## src/lsf_pkg.sv

```systemverilog
// Shared types, constants and the per-channel sharpening function of the sharpening filter.
package lsf_pkg;

    // Field and register widths.
    localparam int CHAN_W        = 8;
    localparam int PIXEL_W       = 3 * CHAN_W;
    localparam int FRAME_W_BITS  = 12;
    localparam int FRAME_H_BITS  = 16;
    localparam int CFG_IDX_W     = 1;
    localparam int CFG_DATA_W    = 16;

    // Register indexes and reset values.
    localparam logic [CFG_IDX_W-1:0]    CFG_FRAME_WIDTH  = 1'b0;
    localparam logic [CFG_IDX_W-1:0]    CFG_FRAME_HEIGHT = 1'b1;
    localparam logic [FRAME_W_BITS-1:0] FRAME_W_RESET    = 12'd640;
    localparam logic [FRAME_H_BITS-1:0] FRAME_H_RESET    = 16'd480;

    // Smallest frame dimension that the filter works with.
    localparam int MIN_DIM = 3;

    // Operation codes of an input beat.
    localparam logic OP_PIXEL = 1'b0;
    localparam logic OP_FLUSH = 1'b1;

    // Stencil constants.
    localparam int SHARP_GAIN = 5;
    localparam int CHAN_MAX   = 255;

    // Queue between the front and the back.
    localparam int QUEUE_DEPTH = 4;
    localparam int QUEUE_PTR_W = 2;
    localparam int QUEUE_LVL_W = 3;
    localparam logic [QUEUE_LVL_W-1:0] QUEUE_LEVEL_MAX = 3'd4;

    typedef logic [PIXEL_W-1:0] t_pixel;

    // One classified item on its way to the back.
    typedef struct packed {
        logic   sharp;
        logic   done;
        t_pixel centre;
        t_pixel left;
        t_pixel right;
        t_pixel up;
        t_pixel down;
    } t_item;

    // Five times the centre minus the four cross neighbours, limited to 0..255.
    function automatic logic [CHAN_W-1:0] sharpen_chan(
        input logic [CHAN_W-1:0] c,
        input logic [CHAN_W-1:0] l,
        input logic [CHAN_W-1:0] r,
        input logic [CHAN_W-1:0] u,
        input logic [CHAN_W-1:0] d
    );
        logic        [10:0] gain;
        logic        [9:0]  sum;
        logic signed [11:0] diff;
        logic [CHAN_W-1:0]  res;
        gain = 11'(c) * 11'(SHARP_GAIN);
        sum  = 10'(l) + 10'(r) + 10'(u) + 10'(d);
        diff = $signed({1'b0, gain}) - $signed({2'b00, sum});
        if (diff < 12'sd0) begin
            res = '0;
        end else if (diff > 12'(CHAN_MAX)) begin
            res = CHAN_W'(CHAN_MAX);
        end else begin
            res = diff[CHAN_W-1:0];
        end
        return res;
    endfunction

    // Applies the stencil to all three channels of a pixel.
    function automatic t_pixel sharpen_pixel(
        input t_pixel c,
        input t_pixel l,
        input t_pixel r,
        input t_pixel u,
        input t_pixel d
    );
        t_pixel res;
        res[23:16] = sharpen_chan(c[23:16], l[23:16], r[23:16], u[23:16], d[23:16]);
        res[15:8]  = sharpen_chan(c[15:8],  l[15:8],  r[15:8],  u[15:8],  d[15:8]);
        res[7:0]   = sharpen_chan(c[7:0],   l[7:0],   r[7:0],   u[7:0],   d[7:0]);
        return res;
    endfunction

endpackage

```

## src/lsf_queue.sv

```systemverilog
// Short item queue that decouples the front from the back of the sharpening filter.
module lsf_queue (
    input  logic                            i_clk,
    input  logic                            i_rst_n,
    input  logic                            i_push,
    input  lsf_pkg::t_item                  i_item,
    input  logic                            i_pop,
    output lsf_pkg::t_item                  o_item,
    output logic                            o_empty,
    output logic [lsf_pkg::QUEUE_LVL_W-1:0] o_level
);

    lsf_pkg::t_item                   r_mem [lsf_pkg::QUEUE_DEPTH];
    logic [lsf_pkg::QUEUE_PTR_W-1:0]  r_wr_ptr;
    logic [lsf_pkg::QUEUE_PTR_W-1:0]  r_rd_ptr;
    logic [lsf_pkg::QUEUE_LVL_W-1:0]  r_level;
    logic                             w_pop;

    assign o_empty = (r_level == '0);
    assign w_pop   = i_pop && !o_empty;
    assign o_item  = r_mem[r_rd_ptr];
    assign o_level = r_level;

    // Pointers and fill level.
    always_ff @(posedge i_clk) begin
        if (!i_rst_n) begin
            r_wr_ptr <= '0;
            r_rd_ptr <= '0;
            r_level  <= '0;
        end else begin
            if (i_push) begin
                r_wr_ptr <= r_wr_ptr + 1'b1;
            end
            if (w_pop) begin
                r_rd_ptr <= r_rd_ptr + 1'b1;
            end
            if (i_push && !w_pop) begin
                r_level <= r_level + 1'b1;
            end else if (!i_push && w_pop) begin
                r_level <= r_level - 1'b1;
            end
        end
    end

    // Entry storage.
    always_ff @(posedge i_clk) begin
        if (i_push) begin
            r_mem[r_wr_ptr] <= i_item;
        end
    end

endmodule

```

## config.mk

```make
export PLATFORM = sky130hd
export DESIGN_NAME = lsf_queue
export DESIGN_NICKNAME = d
export VERILOG_FILES = /design/src/lsf_pkg.sv /design/src/lsf_queue.sv
export SDC_FILE = /design/constraint.sdc
export NUM_CORES = 1
export LEC_CHECK = 0
export BUFFER_PORTS_ARGS = -buffer_cell sky130_fd_sc_hd__buf_4
export CAP_MARGIN = 20
export CORE_ASPECT_RATIO = 1.75
export CORE_MARGIN = 2
export CORE_UTILIZATION = 51
export DETAILED_ROUTE_END_ITERATION = 6
export PLACE_DENSITY = 0.78
export SLEW_MARGIN = 20
export SYNTH_ARGS = -nofsm -noshare
export SYNTH_HDL_FRONTEND = slang
export SYNTH_SLANG_ARGS = --single-unit
```

## constraint.sdc

```tcl
create_clock -name i_clk -period 3.61 [get_ports i_clk]
set_input_delay 0 -clock i_clk [delete_from_list [all_inputs] [get_ports i_clk]]
set_output_delay 0 -clock i_clk [all_outputs]
set_load 0.005 [all_outputs]
```

==> Word-level counts from Yosys, hierarchy flattened <==
Memories as Yosys holds them, arrays and structs flattened. A register that Yosys moved wholly into a read port is not among the register bits.
Cells that the tools add are included.
{ "classes": {"addsub": 4, "muxes": 6, "reduce_logical": 8} }
{ "op_table": {"columns": ["op", "count"], "rows": [
  ["$mux 3", 2],
  ["$add 2x1->2 const B", 2],
  ["$mux 2", 2],
  ["$add 3x1->3 const B", 1],
  ["$logic_and 1x1->1", 3],
  ["$logic_not 1->1", 3],
  ["$logic_not 3->1", 1],
  ["$sub 3x1->3 const B", 1],
  ["$mux 1", 2],
  ["$reduce_bool 2->1", 1]
]} }
{ "totals": {"wordCells": 22, "memories": 1, "out_inout_bits": 126, "mem_bits_rw": 488, "regBits": 7, "in_bits": 126} }
{ "mem_list": {"columns": ["memory", "words", "width", "rd", "rd_clocked_by_memory_dff", "write_ports", "line", "text"], "rows": [
  ["r_mem", 4, 122, 1, 1, 1, "lsf_queue.sv:13", "lsf_pkg::t_item r_mem [lsf_pkg::QUEUE_DEPTH];"]
]} }

==> Depth between registers and ports, before layout <==
{ "depth": {"word_depth": 6, "mapped_depth": 7, "mapped_depth_nobuf": 7} }

==> Least setup slack after synthesis <==
OpenSTA, ideal clock, no wires.
{ "synth_timing": {"kind": "reg-to-reg", "start": "reg r_wr_ptr[0] in the netlist's numbering", "end": "mem r_mem[0][0] in the netlist's numbering (enable)", "path_buffers": 0, "t_required_ns": 3.115, "period_less_slack_ns": 3.839, "setup_time_ns": 0.495, "arrival_ns": 3.344, "stages_incl_launch_ff": 4, "slack_ns": -0.229, "cell_sequence": "dfxtp_1 > inv_1 > ha_1 > and2_1"} }
{ "synth_rtl": {"columns": ["element", "line", "text"], "rows": [
  ["start, declared", "lsf_queue.sv:14", "logic [lsf_pkg::QUEUE_PTR_W-1:0] r_wr_ptr;"],
  ["start signal, assigned", "lsf_queue.sv:32", "r_wr_ptr <= r_wr_ptr + 1'b1;"],
  ["end, declared", "lsf_queue.sv:13", null]
]} }
Straight into the memory's write port.

==> reports/results.txt <==
fin crit period: 2580 ps
core footprint: 35100 µm²
R2R Path End: o_level[2]
Port Buffers: 251
NetSw: 3.46 mW
Worst EP arrival: 2580 ps
Worst R2R Start: o_level[0]
Avg Inst Size Synth: 26.6 µm²
Distinct cells, synth: 22
total global-route track usage: 20.1%
Worst setup SP type: register
post-DP HPWL: 22000 µm
gpl congestion: 0.761
layout cells sized above 1: 40.5%
Reg2Reg Setup Slack: 1420 ps
TritonCTS clock tree: done
htree depth: 2
clk slew on worst S/H paths: 70 ps
DRT antenna net count: 0
final wirelength: 37000 µm
Worst Tran Pin Value: 846 ps
max cap viols: 0
RSZ-0062 raised after global routing: false
IR drop worst, VDD: 0.489 mV
CTS Hold Bufs: 126
sequential share of power: 47.8%
Worst Hold Depth: 2
worst clock skew: 16.5 ps
cts bufs inserted: 42
top cells by area, synth: edfxtp_1, mux4_2, dfxtp_1
DRC: 0
internal power: 11.0 mW
Synth Instances: 680
Final Cycle Share: 71.5%
relative slew slack: 43.6%
Vias: 8655
clock network power share: 29.7%
kind of critical path: reg2out
vias in the first global route: 9176
drt first pass iters: 4
share of the synthesized area in the top cell type: 81.0%
Static Leakage: 7.82 nW
Root Buffer: clkbuf_16
largest net degree at the start of global routing: 48
height of the die: 253 µm
Post-layout nets: 1226
PostCTS Resize Cnt: 0
Final Setup Violations: 0
overall power: 14.4 mW
pwr dens: 624 nW/µm²
sequential fraction of the synthesis area: 82.0%
Site Rows: 91
clk sink count: 497
first-pass GRT wire length: 55300 µm
Synth Register Bits: 497
crit end category: output port
post-synthesis cell area: 18100 µm²
I/O pin count: 252
peak fanout along the critical path: 41
Clock Latency Late Sink: 550 ps
mean number of vias per cell: 5.43
Yosys warning count: 0
initial antenna violation count: 3
Initial Util: 51.6%
CTS max path bufs: 3
HP Class: in2reg
Hold Fails Final Rpt: 0
Synth area leader: edfxtp_1
FMAX: 388 MHz
die area: 37000 µm²
Crit path required time: 3610 ps
path depth of the worst reg2reg path: 7
syn_nets: 812
Setup TNS Final: 0 ps
Hold Crit Endpoint: r_mem[3][107]
Congestion Overflow GR: 0
Max Slew Vio Count: 0
post-DR wirelength/cell: 23.2 µm
Logic pwr share: 22.4%
Die X: 146 µm
DRT iter0 DRCs: 553
Area growth syn-to-layout: 27.9%
Post-CTS Setup Inserts: 0
switching part of the total: 24.0%
outcome: complete, no violations
HP Start: i_item[107]
==> flip-flops by register name, indices dropped and copies added (netlist names), named ones only <==
| signal | count |
|---|---|
| r_mem | 488 |
| r_wr_ptr | 2 |
| r_rd_ptr | 2 |
| o_level | 3 |
==> routing by layer <==
layer | GRT usage, % | routed length, µm | vias up
met5 | 0 | 11 | -
met1 | 24.0 | 13300 | 4482
li1 | - | - | 3762
met3 | 3.17 | 2060 | 86
met4 | 10.1 | 1770 | 2
met2 | 35.4 | 19900 | 323
==> layout make-up <==
type	instances	area [µm²]
fillers	2271	11900
inverters	3	11.3
multi-input cells	152	3010
repair buffers	398	3390
flip-flops and latches	497	14800
diodes	3	7.51
clock buffers	61	1200
clock inverters	15	98.8
well taps	465	582
==> worst max-delay path by stage <==
| stage | startpoint | to | slack [ps] |
|---|---|---|---|
| after floorplan | r_wr_ptr[0] | r_mem[2][0] | 1130 |
| after global placement | r_wr_ptr[0] | r_mem[3][32] | 1470 |
| after detailed placement | o_level[0] | o_level[2] | 1460 |
| after CTS | register | o_item[104] | 910 |
| after global routing | register | o_item[104] | 810 |
| final | register | o_item[104] | 1030 |
==> power by group through the flow <==
stage | sequential, mW | clock (mW) | combinational (mW)
floorplan | 6.84 | 0 | 1.90
global placement | 7.02 | 0 | 3.12
detailed placement | 7.04 | 0 | 3.14
CTS | 6.92 | 4.38 | 3.28
global route | 6.95 | 4.57 | 3.44
finish | 6.90 | 4.29 | 3.24
==> worst max-delay path, stage by stage, from the launching register on <==
cell,delay [ps]
dfxtp_4,890
buf_4,400
mux4_2,560
buf_4,150
==> cell usage in the layout (no fill, tap or decap) <==
cell           instances
ha_1                   5
and2_1                 5
xnor2_1                3
bufinv_16              1
xor2_1                 2
mux4_2               122
diode_2                3
fa_1                   1
dfxtp_1                7
clkbuf_16             45
buf_12                 7
inv_1                  3
edfxtp_1             488
dfxtp_4                2
clkbuf_1              15
o311ai_0               1
o21ai_0                1
and2_4                 4
clkinv_1               5
or3_1                  1
nor2b_1                2
clkbuf_8               1
mux2i_1                2
clkinv_2               7
nor3_1                 1
dlygate4sd3_1        126
o31ai_1                1
buf_4                265
clkinvlp_4             2
a21boi_0               1
==> through the flow <==
stage | hold slack (ps) | setup slack (ps) | area, µm² | instances | utilization [%]
floorplan | 98.9 | 1130 | 18100 | 680 | -
global placement | 200 | 1470 | 20600 | 1389 | 58.7
detailed placement | 204 | 1460 | 20600 | 1389 | 58.7
CTS | 173 | 913 | 23100 | 1591 | 66.0
global route | 188 | 811 | 23100 | 1593 | 66.0
finish | 189 | 1030 | 23100 | 1594 | 66.0
==> synth_stat cells <==
| cell | count |
|---|---|
| a21boi_0 | 1 |
| and2_1 | 9 |
| buf_2 | 13 |
| buf_4 | 2 |
| buf_6 | 1 |
| buf_8 | 9 |
| clkbuf_1 | 3 |
| dfxtp_1 | 9 |
| edfxtp_1 | 488 |
| fa_1 | 1 |
| ha_1 | 5 |
| inv_1 | 3 |
| mux2i_1 | 2 |
| mux4_2 | 122 |
| nor2b_1 | 2 |
| nor3_1 | 1 |
| o21ai_0 | 1 |
| o311ai_0 | 1 |
| o31ai_1 | 1 |
| or3_1 | 1 |
| xnor2_1 | 3 |
| xor2_1 | 2 |
==> cells by family after synthesis <==
family	Yosys count	synth area share, %
compound gates	4	0.159
fa+ha+maj	6	0.457
simple gates	13	0.443
xor+xnor	5	0.242
mux	124	15.3
buf+inv	31	1.38
flops	497	82.0
Power figures use the tool's default switching activity.
