## config.mk

```make
export PLATFORM = sky130hd
export DESIGN_NAME = lsf_back
export DESIGN_NICKNAME = d
export VERILOG_FILES = /design/src/lsf_pkg.sv /design/src/lsf_back.sv
export SDC_FILE = /design/constraint.sdc
export NUM_CORES = 1
export LEC_CHECK = 0
export BUFFER_PORTS_ARGS = -buffer_cell sky130_fd_sc_hd__buf_2
export CELL_PAD_IN_SITES_DETAIL_PLACEMENT = 0
export CELL_PAD_IN_SITES_GLOBAL_PLACEMENT = 2
export CORE_MARGIN = 2
export CORE_UTILIZATION = 32
export CTS_CLUSTER_DIAMETER = 30
export CTS_CLUSTER_SIZE = 20
export DETAILED_ROUTE_END_ITERATION = 8
export PLACE_DENSITY = 0.85
export SYNTH_ARGS = -nofsm -noshare
export SYNTH_HDL_FRONTEND = slang
export SYNTH_SLANG_ARGS = --single-unit
```

## constraint.sdc

```tcl
create_clock -name i_clk -period 5.75 [get_ports i_clk]
set_input_delay 0.8625 -clock i_clk [delete_from_list [all_inputs] [get_ports i_clk]]
set_output_delay 0.8625 -clock i_clk [all_outputs]
set_load 0.05 [all_outputs]
```

## src/lsf_pkg.sv

```systemverilog
// Shared types, constants and the per-channel sharpening function of the sharpening filter.
package lsf_pkg;

    // Field and register widths.
    localparam int CHAN_W        = 8;
    localparam int PIXEL_W       = 3 * CHAN_W;
    localparam int FRAME_W_BITS  = 12;
    localparam int FRAME_H_BITS  = 16;
    localparam int CFG_IDX_W     = 1;
    localparam int CFG_DATA_W    = 16;

    // Register indexes and reset values.
    localparam logic [CFG_IDX_W-1:0]    CFG_FRAME_WIDTH  = 1'b0;
    localparam logic [CFG_IDX_W-1:0]    CFG_FRAME_HEIGHT = 1'b1;
    localparam logic [FRAME_W_BITS-1:0] FRAME_W_RESET    = 12'd640;
    localparam logic [FRAME_H_BITS-1:0] FRAME_H_RESET    = 16'd480;

    // Smallest frame dimension that the filter works with.
    localparam int MIN_DIM = 3;

    // Operation codes of an input beat.
    localparam logic OP_PIXEL = 1'b0;
    localparam logic OP_FLUSH = 1'b1;

    // Stencil constants.
    localparam int SHARP_GAIN = 5;
    localparam int CHAN_MAX   = 255;

    // Queue between the front and the back.
    localparam int QUEUE_DEPTH = 4;
    localparam int QUEUE_PTR_W = 2;
    localparam int QUEUE_LVL_W = 3;
    localparam logic [QUEUE_LVL_W-1:0] QUEUE_LEVEL_MAX = 3'd4;

    typedef logic [PIXEL_W-1:0] t_pixel;

    // One classified item on its way to the back.
    typedef struct packed {
        logic   sharp;
        logic   done;
        t_pixel centre;
        t_pixel left;
        t_pixel right;
        t_pixel up;
        t_pixel down;
    } t_item;

    // Five times the centre minus the four cross neighbours, limited to 0..255.
    function automatic logic [CHAN_W-1:0] sharpen_chan(
        input logic [CHAN_W-1:0] c,
        input logic [CHAN_W-1:0] l,
        input logic [CHAN_W-1:0] r,
        input logic [CHAN_W-1:0] u,
        input logic [CHAN_W-1:0] d
    );
        logic        [10:0] gain;
        logic        [9:0]  sum;
        logic signed [11:0] diff;
        logic [CHAN_W-1:0]  res;
        gain = 11'(c) * 11'(SHARP_GAIN);
        sum  = 10'(l) + 10'(r) + 10'(u) + 10'(d);
        diff = $signed({1'b0, gain}) - $signed({2'b00, sum});
        if (diff < 12'sd0) begin
            res = '0;
        end else if (diff > 12'(CHAN_MAX)) begin
            res = CHAN_W'(CHAN_MAX);
        end else begin
            res = diff[CHAN_W-1:0];
        end
        return res;
    endfunction

    // Applies the stencil to all three channels of a pixel.
    function automatic t_pixel sharpen_pixel(
        input t_pixel c,
        input t_pixel l,
        input t_pixel r,
        input t_pixel u,
        input t_pixel d
    );
        t_pixel res;
        res[23:16] = sharpen_chan(c[23:16], l[23:16], r[23:16], u[23:16], d[23:16]);
        res[15:8]  = sharpen_chan(c[15:8],  l[15:8],  r[15:8],  u[15:8],  d[15:8]);
        res[7:0]   = sharpen_chan(c[7:0],   l[7:0],   r[7:0],   u[7:0],   d[7:0]);
        return res;
    endfunction

endpackage

```

## src/lsf_back.sv

```systemverilog
// Back of the sharpening filter: stencil arithmetic and the result output register.
module lsf_back (
    input  logic                       i_clk,
    input  logic                       i_rst_n,
    input  lsf_pkg::t_item             i_item,
    input  logic                       i_item_empty,
    output logic                       o_item_pop,
    input  logic                       i_pop,
    output logic                       o_empty,
    output logic [lsf_pkg::CHAN_W-1:0] o_red_out,
    output logic [lsf_pkg::CHAN_W-1:0] o_green_out,
    output logic [lsf_pkg::CHAN_W-1:0] o_blue_out,
    output logic                       o_frame_done
);

    logic            r_out_valid;
    lsf_pkg::t_pixel r_out_px;
    logic            r_out_done;
    lsf_pkg::t_pixel w_px;
    logic            w_load;

    // Interior pixels are sharpened, border and flushed pixels pass through.
    assign w_px = i_item.sharp ? lsf_pkg::sharpen_pixel(i_item.centre, i_item.left,
                                                        i_item.right, i_item.up, i_item.down)
                               : i_item.centre;

    // The output register refills whenever it is empty or its beat is taken.
    assign w_load     = !i_item_empty && (!r_out_valid || i_pop);
    assign o_item_pop = w_load;

    always_ff @(posedge i_clk) begin
        if (!i_rst_n) begin
            r_out_valid <= 1'b0;
        end else if (w_load) begin
            r_out_valid <= 1'b1;
        end else if (i_pop) begin
            r_out_valid <= 1'b0;
        end
    end

    always_ff @(posedge i_clk) begin
        if (w_load) begin
            r_out_px   <= w_px;
            r_out_done <= i_item.done;
        end
    end

    assign o_empty      = !r_out_valid;
    assign o_red_out    = r_out_px[23:16];
    assign o_green_out  = r_out_px[15:8];
    assign o_blue_out   = r_out_px[7:0];
    assign o_frame_done = r_out_done;

endmodule
```

; Yosys cells after proc, flatten, opt, wreduce, memory -nomap -nowiden
; Index checks and enable logic that the tools add are counted.
[classes]
addsub = 12
mul = 3
muxes = 9
n_lt_le_gt_ge = 6
reduce_logical = 5
[ops]
columns = cell, n
row1 = 8-bit two-way mux, 6
row2 = "12-bit by 9-bit greater-than comparator with 1-bit output, second input constant", 3
row3 = "12-bit by 1-bit less-than comparator with 1-bit output, second input constant", 3
row4 = 11-bit by 10-bit subtractor with 12-bit output, 3
row5 = "8-bit by 3-bit multiplier with 11-bit output, second input constant", 3
row6 = 10-bit by 8-bit adder with 10-bit output, 3
row7 = 9-bit by 8-bit adder with 10-bit output, 3
row8 = 8-bit by 8-bit adder with 9-bit output, 3
row9 = 24-bit two-way mux, 1
row10 = 1-bit logical NOT, 2
row11 = 1-bit two-way mux, 2
row12 = 2-bit nonzero test, 1
row13 = 1-bit logical AND, 1
row14 = 1-bit logical OR, 1
[totals]
input_bits = 126
out_inout_bits = 27
reg_bits = 26
elab_cells = 38

; Longest topological paths before layout
; Gate-level depths: netlist (run 1).
[depth]
word_depth = 8
ltp_mapped = 18
depth_no_buf = 18

; Least setup slack after synthesis (run 1)
; OpenSTA, ideal clock, no wires.
[synth_timing]
path_kind = input-to-reg
start = in i_item[17] (netlist bit)
end = reg r_out_px[22] (data pin)
stages = 17
n_path_buf = 0
t_arrival_ns = 4.726
required_ns = 5.476
path_slack_ns = 0.749
setup_ns = 0.274
cell_sequence = inv_1 -> fa_1 -> inv_1 -> fa_1 -> inv_1 -> ha_1 -> inv_1 -> fa_1 -> inv_1 -> ha_1 -> fa_1 -> a21o_1 -> a31o_4 -> a21oi_2 -> mux2i_1 -> and3_1 -> a22oi_2
[synth_via]
elab_chain_len = 6
word_cells_on_any_way = 7
classes_between = 2 x add/sub / 2 x order compare / 3 x mux
[synth_lines]
columns = item, line_no
row1 = "start, declared", lsf_back.sv:5  ; input lsf_pkg::t_item i_item,
row2 = 10-bit by 8-bit adder with 10-bit output (*), lsf_pkg.sv:61  ; sum = 10'(l) + 10'(r) + 10'(u) + 10'(d);
row3 = 11-bit by 10-bit subtractor with 12-bit output (*), lsf_pkg.sv:62  ; diff = $signed({1'b0, gain}) - $signed({2'b00, sum});
row4 = 12-bit by 9-bit greater-than comparator with 1-bit output, lsf_pkg.sv:65  ; end else if (diff > 12'(CHAN_MAX)) begin
row5 = 8-bit two-way mux, lsf_pkg.sv:65
row6 = 8-bit two-way mux (*), lsf_pkg.sv:63  ; if (diff < 12'sd0) begin
row7 = 24-bit two-way mux (*), lsf_back.sv:23  ; assign w_px = i_item.sharp ? lsf_pkg::sharpen_pixel(i_item.centre, i_item.left,
row8 = via w_px[22], lsf_back.sv:19  ; lsf_pkg::t_pixel w_px;
row9 = "end signal, assigned", lsf_back.sv:43  ; r_out_px <= w_px;
row10 = "end, declared", lsf_back.sv:17  ; lsf_pkg::t_pixel r_out_px;
; The timed path passes the listed nets; every way through them passes the cells marked *.
; A chain may end at the register's enable or synchronous reset.

; Worst setup path in the final report (run 1)
[layout_timing]
start = in i_item[17] (netlist bit)
end = reg r_out_px[18] (data pin)
; Same word-level chain as after synthesis.

==> impl_metrics.toml, run 1 <==
[power]
irDropWorstVdd_uv = 203
power_frac_clock_pct = 6.3
p_leak_nw = 3.84
switching_power_w = 0.00164
p_seq_share_pct = 9.4
p_per_area_nw_per_um2 = 458
swShare_pct = 52.1
p_int_w = 0.00151
total_power_w = 0.00315
combPwrFrac_pct = 84.3

[floorplanning]
initial_core_util_pct = 33.0
core_area_um2 = 17400
die_area_um2 = 19000
die_h_um = 138
num_rows = 48
pin_count = 153
die_w_um = 138

[sta]
finalCritPeriodShare_pct = 86.8
rsz0062_at_grt = "no"
fin_setup_tns_ns = 0
timing.fmax_ghz = 0.200
slew_headroom_pct = 59.8
worst_slack_ns = 0.757
period_needed_ns = 4.99
worstMarginPinSlew_ns = 0.601
fin_worst_skew_ns = 0.00258
maxSlewViolCount = 0
finalHoldViolCount = 0
setup_viol = 0

[global_route]
grt_max_degree = 40
grt.total_usage_pct = 12.3
grt_pass1_wl_mm = 19.3
antenna_found_initial = 0
gr-total-overflow = 0
grt_pass1_vias = 4364

[detailed_routing]
vias = 4550
drt_first_pass_iters = 4
wl_per_cell_um = 11.3
via_per_inst = 4.48
drt_wl_total_mm = 11.4
drc = 0
drt_iter0_markers = 178
drtAntennaViolNets = 0

[setup_path]
crit_arrival_ns = 4.97
path_buf_inv = 6
cpMaxStageDelayCell = "fa_1"
critPathRequiredTime_ns = 5.73
startpoint_type = "primary input"
worst_setup_path_end_kind = "flip-flop"
cp_common_cell = "inv_1"
cp_cell_sequence = "buf_2 > inv_1 > fa_1 > inv_1 > fa_1 > inv_1 > ha_1 > inv_1 > fa_1 > inv_1 > ha_1 > fa_1 > a21o_1 > a31o_4 > a2111oi_2 > or4_1 > a21o_1 > a32oi_1"
crit_type = "primary input to flip-flop"
cp_max_fo = 8
critPathTopFamily = "adder cells"
slowest_delay_ns = 0.53

[synth]
ys_top_cells_by_count = "inv_1, fa_1, ha_1"
synthesis.instances = 638
async_flop_share_pct = 0
ys_top_cells_by_area = "fa_1, ha_1, inv_1, edfxtp_1, a21oi_1"
ys.flop_type = "edfxtp_1"
synth_top_cell_by_area = "fa_1"
ys_seq_elements = 26
synth_edf_count = 25
yosysMostFrequentCell = "inv_1"
yosysWarnings = 0
synthesis.nets = 923
synth_top_area_share_pct = 31.5
avgSynthCellArea_um2 = 8.96
yosysSeqAreaShare_pct = 13.5
synth.distinct_cells = 52
syn-cell-area_um2 = 5720

[cells_and_area]
antennaDiodeCount = 0
final_cells = 1016
fillCellCount = 1823
area.growth.synth_to_final_pct = 20.0
final_util_pct = 39.6
drive_gt1_share_pct = 21.7
nets = 1077

[placement]
portBuffers = 152
dp_cells = 1012
dpl_worst_slack_ns = 0.472
gp_congestion = 0.809
dp_hpwl_mm = 10.4

[clock_network]
cts.repair.resized = 0
cts_sinks = 26
cts_buffers = 3
cts_buffer_depth = 2
clk_latency_ns = 0.26
clock-root-buffer = "clkbuf_16"
postCtsHoldBufs = 0
postCtsSetupBuffers = 0
htree_levels = 1
cts_tree = "done"
clk_pin_slew_worst_paths_ns = 0.06

[job]
maxCapViolCount = 0

[outcome]
outcome = "finished, final reports clean"

[worst_hold_path]
hold_path.class = "flip-flop to flip-flop"
-- path summary, 6_finish.rpt --
kind,from,endpoint,slack (ns),depth (start not counted)
max reg2reg,r_out_valid,r_out_px[2],4.61,3
min reg2reg,r_out_valid,r_out_valid,0.51,2
min,r_out_valid,r_out_valid,0.51,2
max,i_item[17],r_out_px[18],0.76,18
-- flip-flops by register name, indices dropped and copies added (netlist names) --
name	cells
o_frame_done	1
r_out_valid	1
r_out_px	24
-- cells in the final DEF, fill, tap and decap left out, drive strengths merged, types with 3 or more instances in the layout --
cell and count:
a211oi 6, a21o 14, a21oi 41, a22oi 8, a32oi 13, and3 4, buf 155, clkbuf 3
edfxtp 25, fa 90, ha 69, inv 225, nand2 37, nand2b 6, nand3 4, nand4 4
nor2 15, nor2b 4, nor4 5, o211ai 4, o21ai 8, o21bai 4, xnor2 11, xor2 4
-- routing by layer --
layer  part of all wire (%)  up-vias  GRT usage [%]  wire length (µm)
li1                       -     2326              -                 -
met3                    4.7        2           1.43               532
met4                  0.079        0          0.510                 9
met1                     45     2120           16.1              5180
met2                     50      102           23.0              5710
met5                      0        -              0                 0
-- through the flow --
stage          cell area (µm²)  hold slack, ns
2_1_floorplan             5720           0.471
3_3_place_gp              6760           0.502
3_5_place_dp              6760           0.508
4_1_cts                   6870           0.516
5_1_grt                   6870           0.550
6_report                  6870           0.510
-- power by group through the flow --
| stage | registers, W | clock network (W) | logic, W |
|---|---|---|---|
| global placement | 0.000301 | 0 | 0.00267 |
| CTS | 0.000298 | 0.000204 | 0.00268 |
| detailed placement | 0.000302 | 0 | 0.00267 |
| floorplan | 0.000465 | 0 | 0.00197 |
| global route | 0.000301 | 0.000213 | 0.00302 |
| finish | 0.000296 | 0.000198 | 0.00265 |
-- worst min-delay path: cells and delay by family, from the launching register on --
family / cells / cell delay [ns]
AOI/OAI and AO/OA: 1 / 0.08
DFF: 1 / 0.31
and+or+nand+nor: 1 / 0.07
-- cell type report --
type | instances | area, µm² | area share [%]
multi-input combinational | 381 | 4080 | 59.4
inverter | 225 | 845 | 12.3
timing repair buffer | 155 | 783 | 11.4
sequential | 26 | 771 | 11.2
tap | 225 | 282 | 4.10
clock buffer | 3 | 75.1 | 1.09
clock inverter | 1 | 30.0 | 0.437
-- kinds of logic (layout without fill, tap and decap cells) --
kind of cell | after synthesis | count (layout) | share of synthesized area (%)
buf+inv | 231 | 384 | 15.2
flops | 26 | 26 | 13.5
xor+xnor | 15 | 15 | 2.30
fa+ha+maj | 159 | 159 | 46.6
compound gates | 121 | 121 | 15.1
simple gates | 84 | 84 | 6.91
mux | 2 | 2 | 0.350
Note: power is estimated with default switching activity, not from simulation.
==> run 2, diff against run 1 <==
--- a/config.mk
+++ b/config.mk
@@ -8,12 +8,12 @@
 export BUFFER_PORTS_ARGS = -buffer_cell sky130_fd_sc_hd__buf_2
 export CELL_PAD_IN_SITES_DETAIL_PLACEMENT = 0
 export CELL_PAD_IN_SITES_GLOBAL_PLACEMENT = 2
-export CORE_MARGIN = 2
+export CORE_MARGIN = 5
 export CORE_UTILIZATION = 32
 export CTS_CLUSTER_DIAMETER = 30
 export CTS_CLUSTER_SIZE = 20
 export DETAILED_ROUTE_END_ITERATION = 8
-export PLACE_DENSITY = 0.85
+export PLACE_DENSITY_LB_ADDON = 0.1
 export SYNTH_ARGS = -nofsm -noshare
 export SYNTH_HDL_FRONTEND = slang
 export SYNTH_SLANG_ARGS = --single-unit
==> impl_metrics.toml, run 2 (synthesized netlist as in run 1, its figures left out) <==
[sta]
fin_setup_tns_ns = 0
worstMarginPinSlew_ns = 1.17
period_needed_ns = 5.06
slew_headroom_pct = 22.2
finalHoldViolCount = 0
setup_viol = 0
maxSlewViolCount = 0
timing.fmax_ghz = 0.198
finalCritPeriodShare_pct = 88.0
rsz0062_at_grt = "no"
fin_worst_skew_ns = 0.00340

[clock_network]
postCtsSetupBuffers = 0
clock-root-buffer = "clkbuf_16"
cts.repair.resized = 0
cts_buffer_depth = 2
postCtsHoldBufs = 0
clk_latency_ns = 0.26
clk_pin_slew_worst_paths_ns = 0.06
cts_sinks = 26
htree_levels = 1
cts_buffers = 3
cts_tree = "done"

[power]
irDropWorstVdd_uv = 171
p_per_area_nw_per_um2 = 460
p_leak_nw = 3.83
total_power_w = 0.00314

[detailed_routing]
drt_iter0_markers = 137
drtAntennaViolNets = 0
drt_first_pass_iters = 4
wl_per_cell_um = 12.9
drc = 0
drt_wl_total_mm = 13.1
via_per_inst = 4.54
vias = 4610

[global_route]
grt_pass1_vias = 4770
gr-total-overflow = 0
grt_max_degree = 40
grt_pass1_wl_mm = 22.1
grt.total_usage_pct = 13.0
antenna_found_initial = 0

[cells_and_area]
antennaDiodeCount = 0
final_cell_mix = "inv_1, buf_2, fa_1"
largest_register = "r_out_px"
drive_gt1_share_pct = 21.5
final_common_cell = "inv_1"
largest_register_ffs = 24
nets = 1076
area.growth.synth_to_final_pct = 19.4

[placement]
gp_congestion = 0.804
portBuffers = 152
dp_hpwl_mm = 12.0

[setup_path]
cp_max_fo = 8
crit_arrival_ns = 5.04
startpoint_type = "primary input"
slowest_delay_ns = 0.55
cpMaxStageDelayCell = "fa_1"
r2r_start = "r_out_valid"
r2r_end = "r_out_px[0]"
reg2reg_depth = 3
r2r_setup_slack_ns = 4.55
critPathTopFamily = "adder cells"
startpoint = "i_item[12]"
path_buf_inv = 4
worst_setup_path_end_kind = "flip-flop"
crit_type = "primary input to flip-flop"
critPathRequiredTime_ns = 5.73
cp_common_cell = "fa_1"
cp_cell_sequence = "buf_2 > inv_1 > fa_1 > fa_1 > fa_1 > inv_1 > fa_1 > inv_1 > ha_1 > a21oi_1 > o32ai_1 > o32ai_1 > xor2_1 > and3_1 > a22oi_1"

[worst_hold_path]
hold_start = "r_out_valid"
min_to = "r_out_valid"
hold_path.class = "flip-flop to flip-flop"
min_path_cells = 2

[floorplanning]
die_h_um = 144
core_area_um2 = 17400
die_area_um2 = 20600
pin_count = 153
initial_core_util_pct = 32.8
die_w_um = 144
num_rows = 48

[outcome]
outcome = "finished, final reports clean"

[job]
maxCapViolCount = 0
[run 2: cell types whose count changed in the layout (fill, tap and decap cells not counted)]
cell	before	now
clkbuf_1	0	1
buf_4	3	2
bufinv_16	1	0
[run 2: worst max-delay path by stage]
stage | endpoint | slack [ns] | cells after the start
4_1_cts | r_out_px[10] | 0.68 | 15
3_5_place_dp | r_out_px[10] | 0.40 | 15
5_1_grt | r_out_px[2] | 0.33 | 19
2_1_floorplan | r_out_px[22] | 0.75 | 17
6_report | r_out_px[10] | 0.69 | 15
3_3_place_gp | r_out_px[2] | 0.47 | 15
[run 2: report_power, final]
| group | switching [W] | total [W] | internal [W] |
|---|---|---|---|
| logic | 0.00160 | 0.00268 | 0.00109 |
| clock network | 0.0000618 | 0.000157 | 0.0000949 |
| registers | 0.0000180 | 0.000302 | 0.000284 |
[run 2: worst reg2reg max path, stage by stage (launching register included)]
cell and delay [ns]:
dfxtp_1 0.31, nand2b_1 0.08, nor2b_2 0.13, buf_4 0.34
[run 2: final cells by class]
type,instances,area (µm²)
fillers,1845,10600
multi-input cells,381,4080
inverters,225,845
repair buffers,154,776
flip-flops and latches,26,771
well taps,225,282
clock buffers,4,78.8
[run 2: per-layer routing]
metal  vias to the layer above  global-route usage, %  routed length (µm)
li1                       2325                      -                   -
met1                      2179                   17.6                5850
met2                       101                   23.1                6510
met3                         5                  0.965                 635
met4                         0                   2.38                 106
met5                         -                      0                   0
[run 2: stage by stage]
step | hold slack, ns | cell area, µm² | setup WS [ns] | utilization [%] | std cells
3_5_place_dp | 0.509 | 6750 | 0.398 | 38.8 | 1011
5_1_grt | 0.560 | 6830 | 0.328 | 39.2 | 1015
6_report | 0.514 | 6830 | 0.692 | 39.2 | 1015
3_3_place_gp | 0.486 | 6750 | 0.465 | 38.8 | 1011
2_1_floorplan | 0.471 | 5720 | 0.749 | - | 638
4_1_cts | 0.521 | 6830 | 0.678 | 39.2 | 1015
==> run 3, diff against run 2 <==
--- a/config.mk
+++ b/config.mk
@@ -9,7 +9,8 @@
 export CELL_PAD_IN_SITES_DETAIL_PLACEMENT = 0
 export CELL_PAD_IN_SITES_GLOBAL_PLACEMENT = 2
 export CORE_MARGIN = 5
-export CORE_UTILIZATION = 32
+export CORE_UTILIZATION = 33
+export CTS_BUF_LIST = sky130_fd_sc_hd__clkbuf_8
 export CTS_CLUSTER_DIAMETER = 30
 export CTS_CLUSTER_SIZE = 20
 export DETAILED_ROUTE_END_ITERATION = 8
==> impl_metrics.toml, run 3 (synthesized netlist as in run 1, its figures left out) <==
[cells_and_area]
fillCellCount = 1840
multi_input_area_um2 = 4080
final_common_cell = "inv_1"
largest_register_ffs = 24
regArea_um2 = 771
final_cell_mix = "inv_1, buf_2, fa_1"
antennaDiodeCount = 0
design_area_um2 = 6830
nets = 1079
final_util_pct = 39.8
largest_register = "r_out_px"
area.growth.synth_to_final_pct = 19.4
drive_gt1_share_pct = 21.9

[clock_network]
cts_buffer_depth = 2
cts_sinks = 26
clock-root-buffer = "clkbuf_8"
clk_pin_slew_worst_paths_ns = 0.10
postCtsSetupBuffers = 0
cts_buffers = 3
cts.repair.resized = 0
clk_latency_ns = 0.27
cts_tree = "done"
htree_levels = 1
postCtsHoldBufs = 0

[sta]
maxSlewViolCount = 0
fin_setup_tns_ns = 0
finalCritPeriodShare_pct = 86.9
finalHoldViolCount = 0
fin_worst_skew_ns = 0.00329
period_needed_ns = 5.00
timing.fmax_ghz = 0.200
slew_headroom_pct = 58.9
rsz0062_at_grt = "no"
setup_viol = 0
worstMarginPinSlew_ns = 0.615

[setup_path]
cp_common_cell = "inv_1"
cpMaxStageDelayCell = "fa_1"
slowest_delay_ns = 0.53
path_buf_inv = 6
critPathTopFamily = "adder cells"
r2r_start = "r_out_valid"
cp_cell_sequence = "buf_2 > inv_1 > fa_1 > inv_1 > fa_1 > inv_1 > ha_1 > inv_1 > fa_1 > inv_1 > ha_1 > fa_1 > a21o_1 > a31o_4 > a2111oi_2 > or4_1 > a21o_1 > a22oi_2"
crit_arrival_ns = 5.01
crit_type = "primary input to flip-flop"
worst_setup_path_end_kind = "flip-flop"
cp_max_fo = 8
reg2reg_depth = 3
critPathRequiredTime_ns = 5.76
startpoint_type = "primary input"
r2r_setup_slack_ns = 4.53
r2r_end = "r_out_px[14]"

[worst_hold_path]
hold_start = "r_out_valid"
min_to = "r_out_valid"
hold_path.class = "flip-flop to flip-flop"
min_path_cells = 2

[floorplanning]
die_area_um2 = 20100
num_rows = 48
core_area_um2 = 17200
initial_core_util_pct = 33.3
die_h_um = 142
die_w_um = 142
pin_count = 153

[detailed_routing]
drt_first_pass_iters = 4
wl_per_cell_um = 12.7
vias = 4556
drt_iter0_markers = 164
drtAntennaViolNets = 0
drc = 0
via_per_inst = 4.48
drt_wl_total_mm = 13.0

[global_route]
gr-total-overflow = 0
antenna_found_initial = 0
grtUsageMet2_pct = 23.8
grt.total_usage_pct = 13.2
grt_pass1_vias = 4761
met1_usage_pct = 17.8
grt_util_met3_pct = 1.04
grt_max_degree = 39
top_usage_layer = "met2"
grt_pass1_wl_mm = 22.1

[placement]
portBuffers = 152
placed_area_um2 = 6780
gp_congestion = 0.788
dp_hpwl_mm = 11.7

[outcome]
outcome = "finished, final reports clean"

[power]
irDropWorstVdd_uv = 200
p_per_area_nw_per_um2 = 464
p_leak_nw = 3.83
total_power_w = 0.00317

[job]
maxCapViolCount = 0
run 3: cell count changes in the layout (fill, tap and decap cells not counted):
cell,previous run,this run
clkbuf_8,0,4
clkbuf_1,1,0
clkbuf_16,3,0
buf_4,2,5
run 3: cell type report:
type,count,area share [%]
Multi-Input combinational cell,381,59.7
Inverter,225,12.4
Timing Repair Buffer,157,11.7
Sequential cell,26,11.3
Tap cell,225,4.12
Clock buffer,4,0.806
run 3: tightest hold or removal path: stages (launching register included):
cell and delay (ns):
dfxtp_1 0.33, nand2b_1 0.08, a21boi_0 0.08
run 3: worst max path at each step:
| stage | startpoint | to | cells after the start |
|---|---|---|---|
| 2_1_floorplan | i_item[17] | r_out_px[22] | 17 |
| 3_3_place_gp | i_item[17] | r_out_px[22] | 18 |
| 3_5_place_dp | i_item[1] | r_out_px[4] | 19 |
| 4_1_cts | i_item[1] | r_out_px[4] | 19 |
| 5_1_grt | i_item[1] | r_out_px[1] | 19 |
| 6_report | i_item[17] | r_out_px[22] | 18 |
run 3: per-stage QoR:
step                hold WS (ns)  std cells  setup slack, ns
detailed placement         0.516       1014            0.421
CTS                        0.536       1018            0.719
global route               0.564       1018            0.440
finish                     0.533       1018            0.752
floorplan                  0.471        638            0.749
global placement           0.495       1014            0.471
run 3: metal layers:
layer  wire (µm)  share of wire (%)
met5           0                  0
met4          71               0.55
met3         606                4.7
met2        6480                 50
met1        5790                 45
run 3: power by group:
group	total, W	leakage (nW)	switching (W)	internal (W)
combinational	0.00275	3.55	0.00162	0.00112
sequential	0.000300	0.255	0.0000167	0.000283
clock	0.000121	0.0288	0.0000600	0.0000612
